[config.mk]
export PLATFORM = sky130hd
export DESIGN_NAME = keyboard_matrix_scanner
export DESIGN_NICKNAME = d
export VERILOG_FILES = /design/src/rtl/kms_pkg.sv /design/src/rtl/kms_keymap.sv /design/src/rtl/kms_matrix.sv /design/src/rtl/keyboard_matrix_scanner.sv
export SDC_FILE = /design/constraint.sdc
export NUM_CORES = 1
export LEC_CHECK = 0
export BUFFER_PORTS_ARGS = -buffer_cell sky130_fd_sc_hd__buf_4
export CORE_UTILIZATION = 59
export DETAILED_ROUTE_END_ITERATION = 12
export MAX_ROUTING_LAYER = met4
export PLACE_DENSITY = 0.82
export SETUP_SLACK_MARGIN = 0.02
export SYNTH_ARGS = -nofsm -noshare
export SYNTH_HDL_FRONTEND = slang
export SYNTH_SLANG_ARGS = --single-unit
[constraint.sdc]
create_clock -name clock -period 3.38 [get_ports clock]
set_input_delay 0.169 -clock clock [delete_from_list [all_inputs] [get_ports clock]]
set_output_delay 0.169 -clock clock [all_outputs]
set_load 0.05 [all_outputs]
[src/rtl/kms_pkg.sv]
// shared types, constants and key position table for the key matrix scanner
package kms_pkg;

   // operation codes
   localparam logic OP_COLUMN_WRITE = 1'b0;
   localparam logic OP_FKEY_POLL    = 1'b1;

   // scan code constants
   localparam logic [6:0] FKEY_FIRST  = 7'd59;
   localparam logic [6:0] FKEY_LAST   = 7'd68;
   localparam logic [6:0] FKEY_BASE   = 7'd58;
   localparam logic [7:0] KEY_MASK    = 8'h7f;
   localparam logic [7:0] RELEASE_BIT = 8'h80;
   localparam logic [7:0] NO_KEY      = 8'd255;
   localparam logic [7:0] NO_EVENT    = 8'd0;

   // input transfer payload
   typedef struct packed {
      logic       opcode;
      logic [7:0] column_drive;
      logic [7:0] key_code;
      logic       comparator_in;
   } req_type;

   // result transfer payload
   typedef struct packed {
      logic [7:0] row_pattern;
      logic [3:0] fkey_number;
      logic       bad_key_code;
   } rsp_type;

   // decoded key event, from the key map to the matrix
   typedef struct packed {
      logic       key_apply;
      logic       key_release;
      logic [2:0] key_row;
      logic [2:0] key_col;
      logic       fkey_press;
      logic [3:0] fkey_num;
      logic       bad_code;
   } event_type;

   // key number to row * 8 + column, NO_KEY where the key has no position
   function automatic logic [7:0] key_position(input logic [6:0] key);
      logic [7:0] pos;
      unique case (key)
         7'd1:    pos = 8'd50;
         7'd2:    pos = 8'd1;
         7'd3:    pos = 8'd2;
         7'd4:    pos = 8'd3;
         7'd5:    pos = 8'd4;
         7'd6:    pos = 8'd5;
         7'd7:    pos = 8'd6;
         7'd8:    pos = 8'd7;
         7'd9:    pos = 8'd8;
         7'd10:   pos = 8'd9;
         7'd11:   pos = 8'd0;
         7'd12:   pos = 8'd13;
         7'd13:   pos = 8'd10;
         7'd14:   pos = 8'd49;
         7'd16:   pos = 8'd33;
         7'd17:   pos = 8'd39;
         7'd18:   pos = 8'd21;
         7'd19:   pos = 8'd34;
         7'd20:   pos = 8'd36;
         7'd21:   pos = 8'd41;
         7'd22:   pos = 8'd37;
         7'd23:   pos = 8'd25;
         7'd24:   pos = 8'd31;
         7'd25:   pos = 8'd32;
         7'd26:   pos = 8'd16;
         7'd28:   pos = 8'd48;
         7'd30:   pos = 8'd17;
         7'd31:   pos = 8'd35;
         7'd32:   pos = 8'd20;
         7'd33:   pos = 8'd22;
         7'd34:   pos = 8'd23;
         7'd35:   pos = 8'd24;
         7'd36:   pos = 8'd26;
         7'd37:   pos = 8'd27;
         7'd38:   pos = 8'd28;
         7'd39:   pos = 8'd11;
         7'd42:   pos = 8'd55;
         7'd44:   pos = 8'd42;
         7'd45:   pos = 8'd40;
         7'd46:   pos = 8'd19;
         7'd47:   pos = 8'd38;
         7'd48:   pos = 8'd18;
         7'd49:   pos = 8'd30;
         7'd50:   pos = 8'd29;
         7'd51:   pos = 8'd12;
         7'd52:   pos = 8'd14;
         7'd53:   pos = 8'd15;
         7'd57:   pos = 8'd47;
         7'd72:   pos = 8'd43;
         7'd75:   pos = 8'd45;
         7'd77:   pos = 8'd46;
         7'd80:   pos = 8'd44;
         default: pos = NO_KEY;
      endcase
      return pos;
   endfunction

endpackage

[src/rtl/kms_keymap.sv]
// scan code decoder: key position lookup and function key detection
module kms_keymap import kms_pkg::*; #(
   parameter int MATRIX_ROWS = 7
) (
   input  logic [7:0] key_code,
   output event_type  key_event
);

   logic [6:0] key_num;
   logic [7:0] key_pos;
   logic       is_release;
   logic       is_fkey;
   logic       pos_bad;

   assign key_num    = key_code[6:0] & KEY_MASK[6:0];
   assign is_release = (key_code & RELEASE_BIT) != 8'd0;
   assign is_fkey    = (key_num >= FKEY_FIRST) && (key_num <= FKEY_LAST);
   assign key_pos    = key_position(key_num);

   // no position, or a row the matrix does not have
   assign pos_bad = (key_pos == NO_KEY) || (key_pos[7:6] != 2'd0) ||
                    ({1'b0, key_pos[5:3]} >= 4'(MATRIX_ROWS));

   // event decode
   always_comb begin
      key_event             = '0;
      key_event.key_release = is_release;
      key_event.key_row     = key_pos[5:3];
      key_event.key_col     = key_pos[2:0];
      key_event.fkey_num    = 4'(key_num - FKEY_BASE);
      priority if (key_code == NO_EVENT) begin
         key_event.key_apply = 1'b0;
      end else if (is_fkey) begin
         // function key release is ignored
         key_event.fkey_press = !is_release;
      end else if (pos_bad) begin
         key_event.bad_code = 1'b1;
      end else begin
         key_event.key_apply = 1'b1;
      end
   end

endmodule

[src/rtl/kms_matrix.sv]
// key matrix and function key latch, with the row scan of the updated matrix
module kms_matrix import kms_pkg::*; #(
   parameter int MATRIX_ROWS = 7
) (
   input  logic      clock,
   input  logic      reset,
   input  logic      item_valid,
   input  req_type   item,
   input  event_type key_event,
   output rsp_type   result
);

   logic [7:0] matrix_ff [MATRIX_ROWS];
   logic [7:0] matrix_in [MATRIX_ROWS];
   logic [3:0] latch_ff;
   logic [3:0] latch_in;
   logic [7:0] key_bit;
   logic [7:0] drive_low;
   logic [7:0] row_hits;
   logic       is_write;

   assign is_write  = item_valid && (item.opcode == OP_COLUMN_WRITE);
   assign key_bit   = 8'd1 << key_event.key_col;
   assign drive_low = ~item.column_drive;

   // matrix update: press clears, release sets
   always_comb begin
      for (int r = 0; r < MATRIX_ROWS; r++) begin
         matrix_in[r] = matrix_ff[r];
         if (is_write && key_event.key_apply && (key_event.key_row == 3'(r))) begin
            if (key_event.key_release) begin
               matrix_in[r] = matrix_ff[r] | key_bit;
            end else begin
               matrix_in[r] = matrix_ff[r] & ~key_bit;
            end
         end
      end
   end

   // row scan against the updated matrix, row 7 never reported
   always_comb begin
      row_hits = 8'd0;
      for (int r = 0; r < MATRIX_ROWS; r++) begin
         if (r < 7) begin
            row_hits[r] = (drive_low & matrix_in[r]) == drive_low;
         end
      end
   end

   // function key latch: poll clears, press fills an empty latch
   always_comb begin
      latch_in = latch_ff;
      if (item_valid) begin
         unique case (item.opcode)
            OP_FKEY_POLL: begin
               latch_in = 4'd0;
            end
            OP_COLUMN_WRITE: begin
               if (key_event.fkey_press && (latch_ff == 4'd0)) begin
                  latch_in = key_event.fkey_num;
               end
            end
            default: latch_in = latch_ff;
         endcase
      end
   end

   // result forming
   always_comb begin
      result = '0;
      if (item.opcode == OP_FKEY_POLL) begin
         result.fkey_number = latch_ff;
      end else begin
         result.row_pattern  = {item.comparator_in, row_hits[6:0]};
         result.bad_key_code = key_event.bad_code;
      end
   end

   // state registers
   always_ff @(posedge clock) begin
      if (reset) begin
         for (int r = 0; r < MATRIX_ROWS; r++) begin
            matrix_ff[r] <= 8'hff;
         end
         latch_ff <= 4'd0;
      end else begin
         for (int r = 0; r < MATRIX_ROWS; r++) begin
            matrix_ff[r] <= matrix_in[r];
         end
         latch_ff <= latch_in;
      end
   end

endmodule

[src/rtl/keyboard_matrix_scanner.sv]
// top level of the key matrix scanner: request and result registers
//
// Usage:
//  - a request is transferred at a rising edge with start high and busy low;
//    busy stays low, so one request may be transferred in every cycle
//  - opcode 0 is a column write: the scan code is applied to the key matrix
//    and the row pattern of the updated matrix is returned, bit 7 being the
//    comparator level; an unmapped code sets bad_key_code and leaves the
//    matrix alone
//  - opcode 1 polls the function key latch, returns it and clears it
//  - each result appears on rsp_data for exactly one cycle with rsp_valid
//    high, after passing the request register and the result register;
//    results come out in request order
//  - throughput is one item per cycle: the request register feeds a single
//    pass of key lookup, matrix update and row compare into the result
//    register, and the matrix registers are updated in the same cycle
//  - the receiver cannot stall; every result is transferred as it appears
//  - synchronous reset releases all keys, empties the function key latch
//    and drops any request or result in flight
module keyboard_matrix_scanner import kms_pkg::*; #(
   parameter int MATRIX_ROWS = 7
) (
   input  logic    clock,
   input  logic    reset,
   input  logic    start,
   output logic    busy,
   input  req_type req_data,
   output logic    rsp_valid,
   output rsp_type rsp_data
);

   logic      req_valid_ff;
   logic      req_valid_in;
   req_type   req_ff;
   req_type   req_in;
   logic      rsp_valid_ff;
   logic      rsp_valid_in;
   rsp_type   rsp_ff;
   rsp_type   rsp_in;
   event_type key_event;

   assign busy         = 1'b0;
   assign req_valid_in = start && !busy;
   assign req_in       = req_valid_in ? req_data : req_ff;
   assign rsp_valid_in = req_valid_ff;

   // scan code decode
   kms_keymap #(
      .MATRIX_ROWS(MATRIX_ROWS)
   ) u_keymap (
      .key_code(req_ff.key_code),
      .key_event(key_event)
   );

   // matrix state and row scan
   kms_matrix #(
      .MATRIX_ROWS(MATRIX_ROWS)
   ) u_matrix (
      .clock(clock),
      .reset(reset),
      .item_valid(req_valid_ff),
      .item(req_ff),
      .key_event(key_event),
      .result(rsp_in)
   );

   // request and result control
   always_ff @(posedge clock) begin
      if (reset) begin
         req_valid_ff <= 1'b0;
         rsp_valid_ff <= 1'b0;
      end else begin
         req_valid_ff <= req_valid_in;
         rsp_valid_ff <= rsp_valid_in;
      end
   end

   // payload registers
   always_ff @(posedge clock) begin
      req_ff <= req_in;
      rsp_ff <= rsp_in;
   end

   assign rsp_valid = rsp_valid_ff;
   assign rsp_data  = rsp_ff;

   // every transfer in is followed by a result strobe
   a_latency: assert property (@(posedge clock) disable iff (reset)
      (start && !busy) |-> ##2 rsp_valid)
      else $error("result strobe missing after request transfer");

   // a result strobe only follows a registered request
   a_no_spurious: assert property (@(posedge clock) disable iff (reset)
      rsp_valid |-> $past(req_valid_ff))
      else $error("result strobe without request");

   // poll results carry no row pattern or flag
   a_poll_clean: assert property (@(posedge clock) disable iff (reset)
      (rsp_valid && (rsp_data.fkey_number != 4'd0)) |->
         (rsp_data.row_pattern == 8'd0 && !rsp_data.bad_key_code))
      else $error("poll result carries column write fields");

   // latched function key stays within one to ten
   a_fkey_range: assert property (@(posedge clock) disable iff (reset)
      rsp_valid |-> (rsp_data.fkey_number <= 4'd10))
      else $error("function key out of range");

endmodule

-- Word-level counts from Yosys, hierarchy flattened
Memories as Yosys holds them, arrays and structs flattened. A register that Yosys moved wholly into a read port is not among the register bits.
Index checks and enable logic that the tools add are counted.
- bits in writable memories: 56
- bits of input ports: 21
- ROM bits: 1024
- output and inout bits: 15
- memories kept: 2
- word-level logic and storage cells: 116
- register bits: 37
- shift-type cells: 1
- muxes and demuxes: 33
- eq/ne operators: 15
- magnitude comparators: 3
- $add $sub $neg: 1
- reductions and logical operators: 20
- bitwise operators: 31
- memories (memory ; words ; bits a word ; read ports ; clocked after memory_dff ; wr ports ; line ; text):
    (name not given) ; 128 ; 8 ; 1 ; 1 ; 0 ; kms_pkg.sv:46 ; unique case (key)
    u_matrix.matrix_ff ; 7 ; 8 ; 7 ; 0 ; 7 ; kms_matrix.sv:13 ; logic [7:0] matrix_ff [MATRIX_ROWS];
- operator list (kind ; number):
    $mux W8 ; 21
    $and A8 B8 Y8 ; 14
    $eq A8 B8 Y1 ; 7
    $or A8 B8 Y8 ; 7
    $not A8 Y8 ; 2
    $logic_and A1 B1 Y1 ; 11
    $eq A3 B3 Y1 const B ; 3
    $mux W1 ; 9
    $eq A8 B8 Y1 const B ; 1
    $logic_not A8 Y1 ; 1
    $pmux W4 S2 ; 1
    $shl A1 B3 Y8 const A ; 1
    $ge A7 B6 Y1 const B ; 1
    $le A7 B7 Y1 const B ; 1
    $mux W7 ; 1
    $or A1 B1 Y1 ; 7
    $eq A3 B2 Y1 const B ; 2
    $logic_not A4 Y1 ; 1
    $mux W4 ; 1
    $sub A4 B4 Y4 const B ; 1
    $eq A3 B1 Y1 const B ; 1
    $ge A3 B3 Y1 const B ; 1
    $logic_not A3 Y1 ; 1
    $reduce_or A3 Y1 ; 1
    other kinds (6) ; 7

-- Longest topological paths before layout
- depth after elaboration: 11
- gate-level depth with buffers: 11
- depth with buffers taken out: 8

-- Hierarchy
From an unflattened synthesis, not the netlist that was laid out.
- cell total of the unflattened synthesis: 559
- area, all modules: 5290.1 µm²
- modules (own cells, without submodules) (module ; seq. area each (µm²) ; area each (µm²) ; instances ; cells each):
    kms_matrix ; 1201.2 ; 3398.3 ; 1 ; 373
    kms_keymap ; 0.0 ; 1027.2 ; 1 ; 149
    keyboard_matrix_scanner ; 840.8 ; 864.6 ; 1 ; 37

-- Worst setup path after synthesis
No wires, ideal clock.
- path type: register -> register
- start: register req_ff[3] (netlist name)
- end: register rsp_ff (netlist bit rsp_data[7])
- cell stages (with the launch flop): 12
- path slack: 0.867 ns
- period minus slack after synthesis: 2.513 ns
- arrival time: 2.426 ns
- buffers on the path: 3
- path through: edfxtp_1 -> buf_2 -> inv_1 -> ha_1 -> o21a_1 -> o21a_2 -> buf_2 -> buf_2 -> nor4_1 -> mux2i_1 -> o311ai_0 -> nor4b_2
- word-level cells in the longest chain between the ends: 9
- elaborated cells between the ends (all ways): 11
- classes of those cells: order compare: 2; eq/ne: 1; mux: 3; bitwise: 1; reduce/logical: 4
- RTL lines (element ; line ; text):
    start, declared ; keyboard_matrix_scanner.sv:34 ; req_type req_ff;
    start signal, assigned ; keyboard_matrix_scanner.sv:80 ; req_ff <= req_in;
    $ge A7 B6 Y1 / $le A7 B7 Y1 (equally long branches) ; kms_keymap.sv:17 ; assign is_fkey = (key_num >= FKEY_FIRST) && (key_num <= FKEY_LAST);
    $logic_and A1 B1 Y1 ; kms_keymap.sv:17 ;
    $mux W1 ; kms_keymap.sv:33 ; end else if (is_fkey) begin
    $mux W1 (*) ; kms_keymap.sv:31 ; priority if (key_code == NO_EVENT) begin
    $logic_and A1 B1 Y1 (*) (2 in series) ; kms_matrix.sv:30 ; if (is_write && key_event.key_apply && (key_event.key_row == 3'(r))) begin
    $mux W8 (*) ; kms_matrix.sv:30 ;
    $and A8 B8 Y8 (*) ; kms_matrix.sv:45 ; row_hits[r] = (drive_low & matrix_in[r]) == drive_low;
    $eq A8 B8 Y1 (*) ; kms_matrix.sv:45 ;
    end signal, assigned ; keyboard_matrix_scanner.sv:81 ; rsp_ff <= rsp_in;
    end, declared ; keyboard_matrix_scanner.sv:38 ; rsp_type rsp_ff;
Every way passes the cells marked *; elsewhere a longest branch is shown, timed or not.
A chain may end at the register's enable or synchronous reset.

-- Worst setup path in the final report
Ends and elaborated chain as after synthesis.

==> metrics.txt <==
die area between 10000 and 15000 sq um; CP cell instances inv_1, ha_1, o21a_1, o21a_2, buf_4, nor4_2, a22oi_1, a2111oi_0, nor4b_2; Place WS approximately 370 ps; ant diodes 0; DR vias a little over 6000; layout overhead on the synthesized area 14.10%; ratio of cells with drive above 1 in the final layout 17.65%; min-delay src start; final setup fails 0; WS Path Type flop to flop; GPL Wtd Cong 0.9772; largest net degree at the start of global routing 38; CP Launch Type flop; total power between 2 and 3 mW; Post-Syn Area between 5000 and 6000 sq um; area fraction in compound gates after synthesis 26.83%; Crit path depth 9; CP Buf/Inv Count 2; routed length per instance 23.81 microns; part of the power in registers 49.4%; asr flop ratio synth 0%; post-synthesis sequential area ratio 37.31%; Setup crit start req_ff[3]; Die Ht 101.6 microns; placed insts just under 800; CTS tree built; multiplexer area fraction after synthesis 4.193%; max-slew violations 0; later-pin clock latency in the skew report 390 ps; Max Cap Viol 0; Post-synth EDFFs 18; Post-Synth Simple-Gate Area about a quarter; pwr dens 409.1 nW/um^2; sw frac 35.74%; reg-to-reg endpoint rsp_data[7]; Critical Path RT 3680 ps; Leak Pwr ~2.4 nW; DR pass1 iterations 9; Max transition margin 33.14%; Layout Utilization 70.87%; non-filler instance count after layout 826; Switch Pwr 0.9756 mW; Gate Count Post-Synth 650; yosys warns 0; CP peak stage delay 540 ps; R2R Path Start req_ff[3]; CP max FO 19; aggregate global routing overflow 0; CP max-delay cell edfxtp_1; Tot GR Track Use 40.89%; # rows 35; vias in the first global route 5735; Post-Synth XOR/XNOR Area less than 1%; Final min period ~3100 ps; Synth top area share 28.07%; initial DRC count approximately 660; Vias/cell around 7.3; #FFs+latches synth 100; Netlist cell types 79; final hold vios 0; DRC violations left 0; CP endpoint kind flop; largest family of logic cells by synthesized area compound AO/OA/AOI/OAI gates; Multi-input gate area 3373 sq um; final worst slack 231.7 ps; Post-Route Skew 14.49 ps; Pint around 1.8 mW; H-tree levels 3; FMAX between 300 and 400 MHz; final net count 723; Crit path arrival time approximately 3500 ps; CTS Buffer Depth 2; first-pass GRT wire length 30940 microns; Root Buffer clkbuf_8; crit path capture rsp_data[7]; Ports 36; Post-DP HPWL roughly 13000 microns; Die X about 100 microns; worst vdd ir 0.4120 mV; Synth Area in Adders 2.139%; Final ANT Viol Nets 0; postcts setup bufs 0; top_reg_cell synth dfxtp_1; RSZ-0062 raised after global routing no; clock buffer count from CTS 9; path category of the worst min-delay check input pin to flop; Routed Wire Length 19670 microns; synth top area cells dfxtp_1 28%, edfxtp_1 9.2%, nand4_1 3.6%; initial antenna violation count 0; Initial Utilization 62.11%; area leader, netlist dfxtp_1; R2R Setup Slk 230 ps; Fin Setup TNS 0 ps; FF+latch area 2182 sq um; IO buf count 34; period utilization 93.14%; Syn Nets approximately 680; Fillers 720; Clk pwr share 29.0%; clock sinks 100; CP delay by family, top compound AO/OA/AOI/OAI gates; Comb pwr share a little over a fifth; syn_area_per_cell 8.997 sq um; core area 9415 sq um; Clock transition at path regs 100 ps; cell count of the worst reg-to-reg path 9; Worst-Margin Slew roughly 1000 ps; run status finished, final reports clean
[what timing repair did]
item,CTS,global route
endpoints found under the hold margin,18,0
endpoints found under the setup margin,0,0
hold buffers,18,0
gates resized for setup,0,0
[cell type report]
class                           instances  area share, %
Multi-Input combinational cell        479          50.55
Sequential cell                       100          32.70
Timing Repair Buffer                   88          10.58
Tap cell                              129          2.419
Clock buffer                            9          1.856
Clock inverter                          7          1.106
Inverter                               14         0.7875
[synth_stat cells, types with 4 or more instances]
cell	instances
nand4_1	34
a311o_1	4
a211oi_1	6
and3_1	4
nor3b_1	5
a221o_1	21
a21boi_0	7
nand2_1	51
inv_1	14
mux2i_1	11
nand3_1	13
buf_1	6
o41a_1	5
a22o_1	4
and2_1	6
nand3b_1	5
buf_2	12
o211ai_1	10
mux2_2	10
a21o_1	6
or4_1	5
or3b_2	6
a21oi_1	18
a211o_1	13
nor4_1	15
o41ai_1	4
clkbuf_1	34
edfxtp_1	18
nand2b_1	13
or3_1	7
o21ai_0	21
nor2_1	52
a221oi_1	13
o311ai_0	4
a31oi_1	8
dfxtp_1	82
ha_1	10
o2111ai_1	6
and3b_1	5
nor3_1	15
[flip-flops by register name, summed over array words and instances, names as in the netlist]
register and count:
u_matrix.latch_ff 4, rsp_valid 1, req_valid_ff 1, rsp_data 13
u_keymap.key_pos 7, u_matrix.matrix_ff 56, req_ff 18
[stage by stage]
step / area, sq um / hold slack (ps)
4_1_cts: 6673 / 71.57
3_5_place_dp: 6295 / 348.2
2_1_floorplan: 5848 / 267.9
3_3_place_gp: 6295 / 347.5
5_1_grt: 6673 / 70.88
6_report: 6673 / 75.47
[cells in the final DEF, fill, tap and decap left out, types with 11 or more instances in the layout]
cell and count:
nand2_1 51, o21ai_0 21, edfxtp_1 18, inv_1 14, a221o_1 21, dfxtp_1 82
a211o_1 13, nand3_1 13, a21oi_1 18, nor4_1 15, dlygate4sd3_1 18, nand2b_1 13
nor3_1 15, a221oi_1 13, nor2_1 52, nand4_1 34, buf_4 70, mux2i_1 11
[kinds of logic after synthesis]
family          count (synthesis)
simple gates                  252
flops                         100
other cells                     1
buf+inv                        71
fa+ha+maj                      10
compound gates                193
mux                            22
xor+xnor                        1
[worst min path at each step]
| stage | end | slack, ps | depth (start not counted) |
|---|---|---|---|
| floorplan | req_ff[0] | 270 | 0 |
| global placement | req_ff[15] | 350 | 1 |
| detailed placement | req_ff[16] | 350 | 1 |
| CTS | req_ff[2] | 70 | 1 |
| global route | req_ff[3] | 70 | 1 |
| finish | req_ff[2] | 80 | 1 |
[power by group through the flow]
stage	Clock (mW)	Combinational, mW	Sequential, mW
floorplan	0	0.371	1.36
global placement	0	0.546	1.36
detailed placement	0	0.549	1.37
CTS	0.787	0.568	1.34
global route	0.831	0.627	1.35
finish	0.790	0.591	1.35
[layer usage]
metal | vias up | wire, microns | share of wire (%) | global-route usage, %
li1 | 2634 | - | - | -
met2 | 455 | 9093 | 46 | 64.60
met5 | - | 0 | 0 | -
met4 | 0 | 1026 | 5.2 | 21.63
met3 | 95 | 2090 | 11 | 8.282
met1 | 2876 | 7455 | 38 | 48.99
[worst register-to-register path: cells and delay by family (launching register included)]
kind                     cells  cell delay [ps]
flip-flops                   1              540
adder cells (fa/ha/maj)      1              200
buffers and inverters        2              390
AO/OA/AOI/OAI                4             1150
AND/OR/NAND/NOR              2              780
Power figures use the tool's default switching activity.
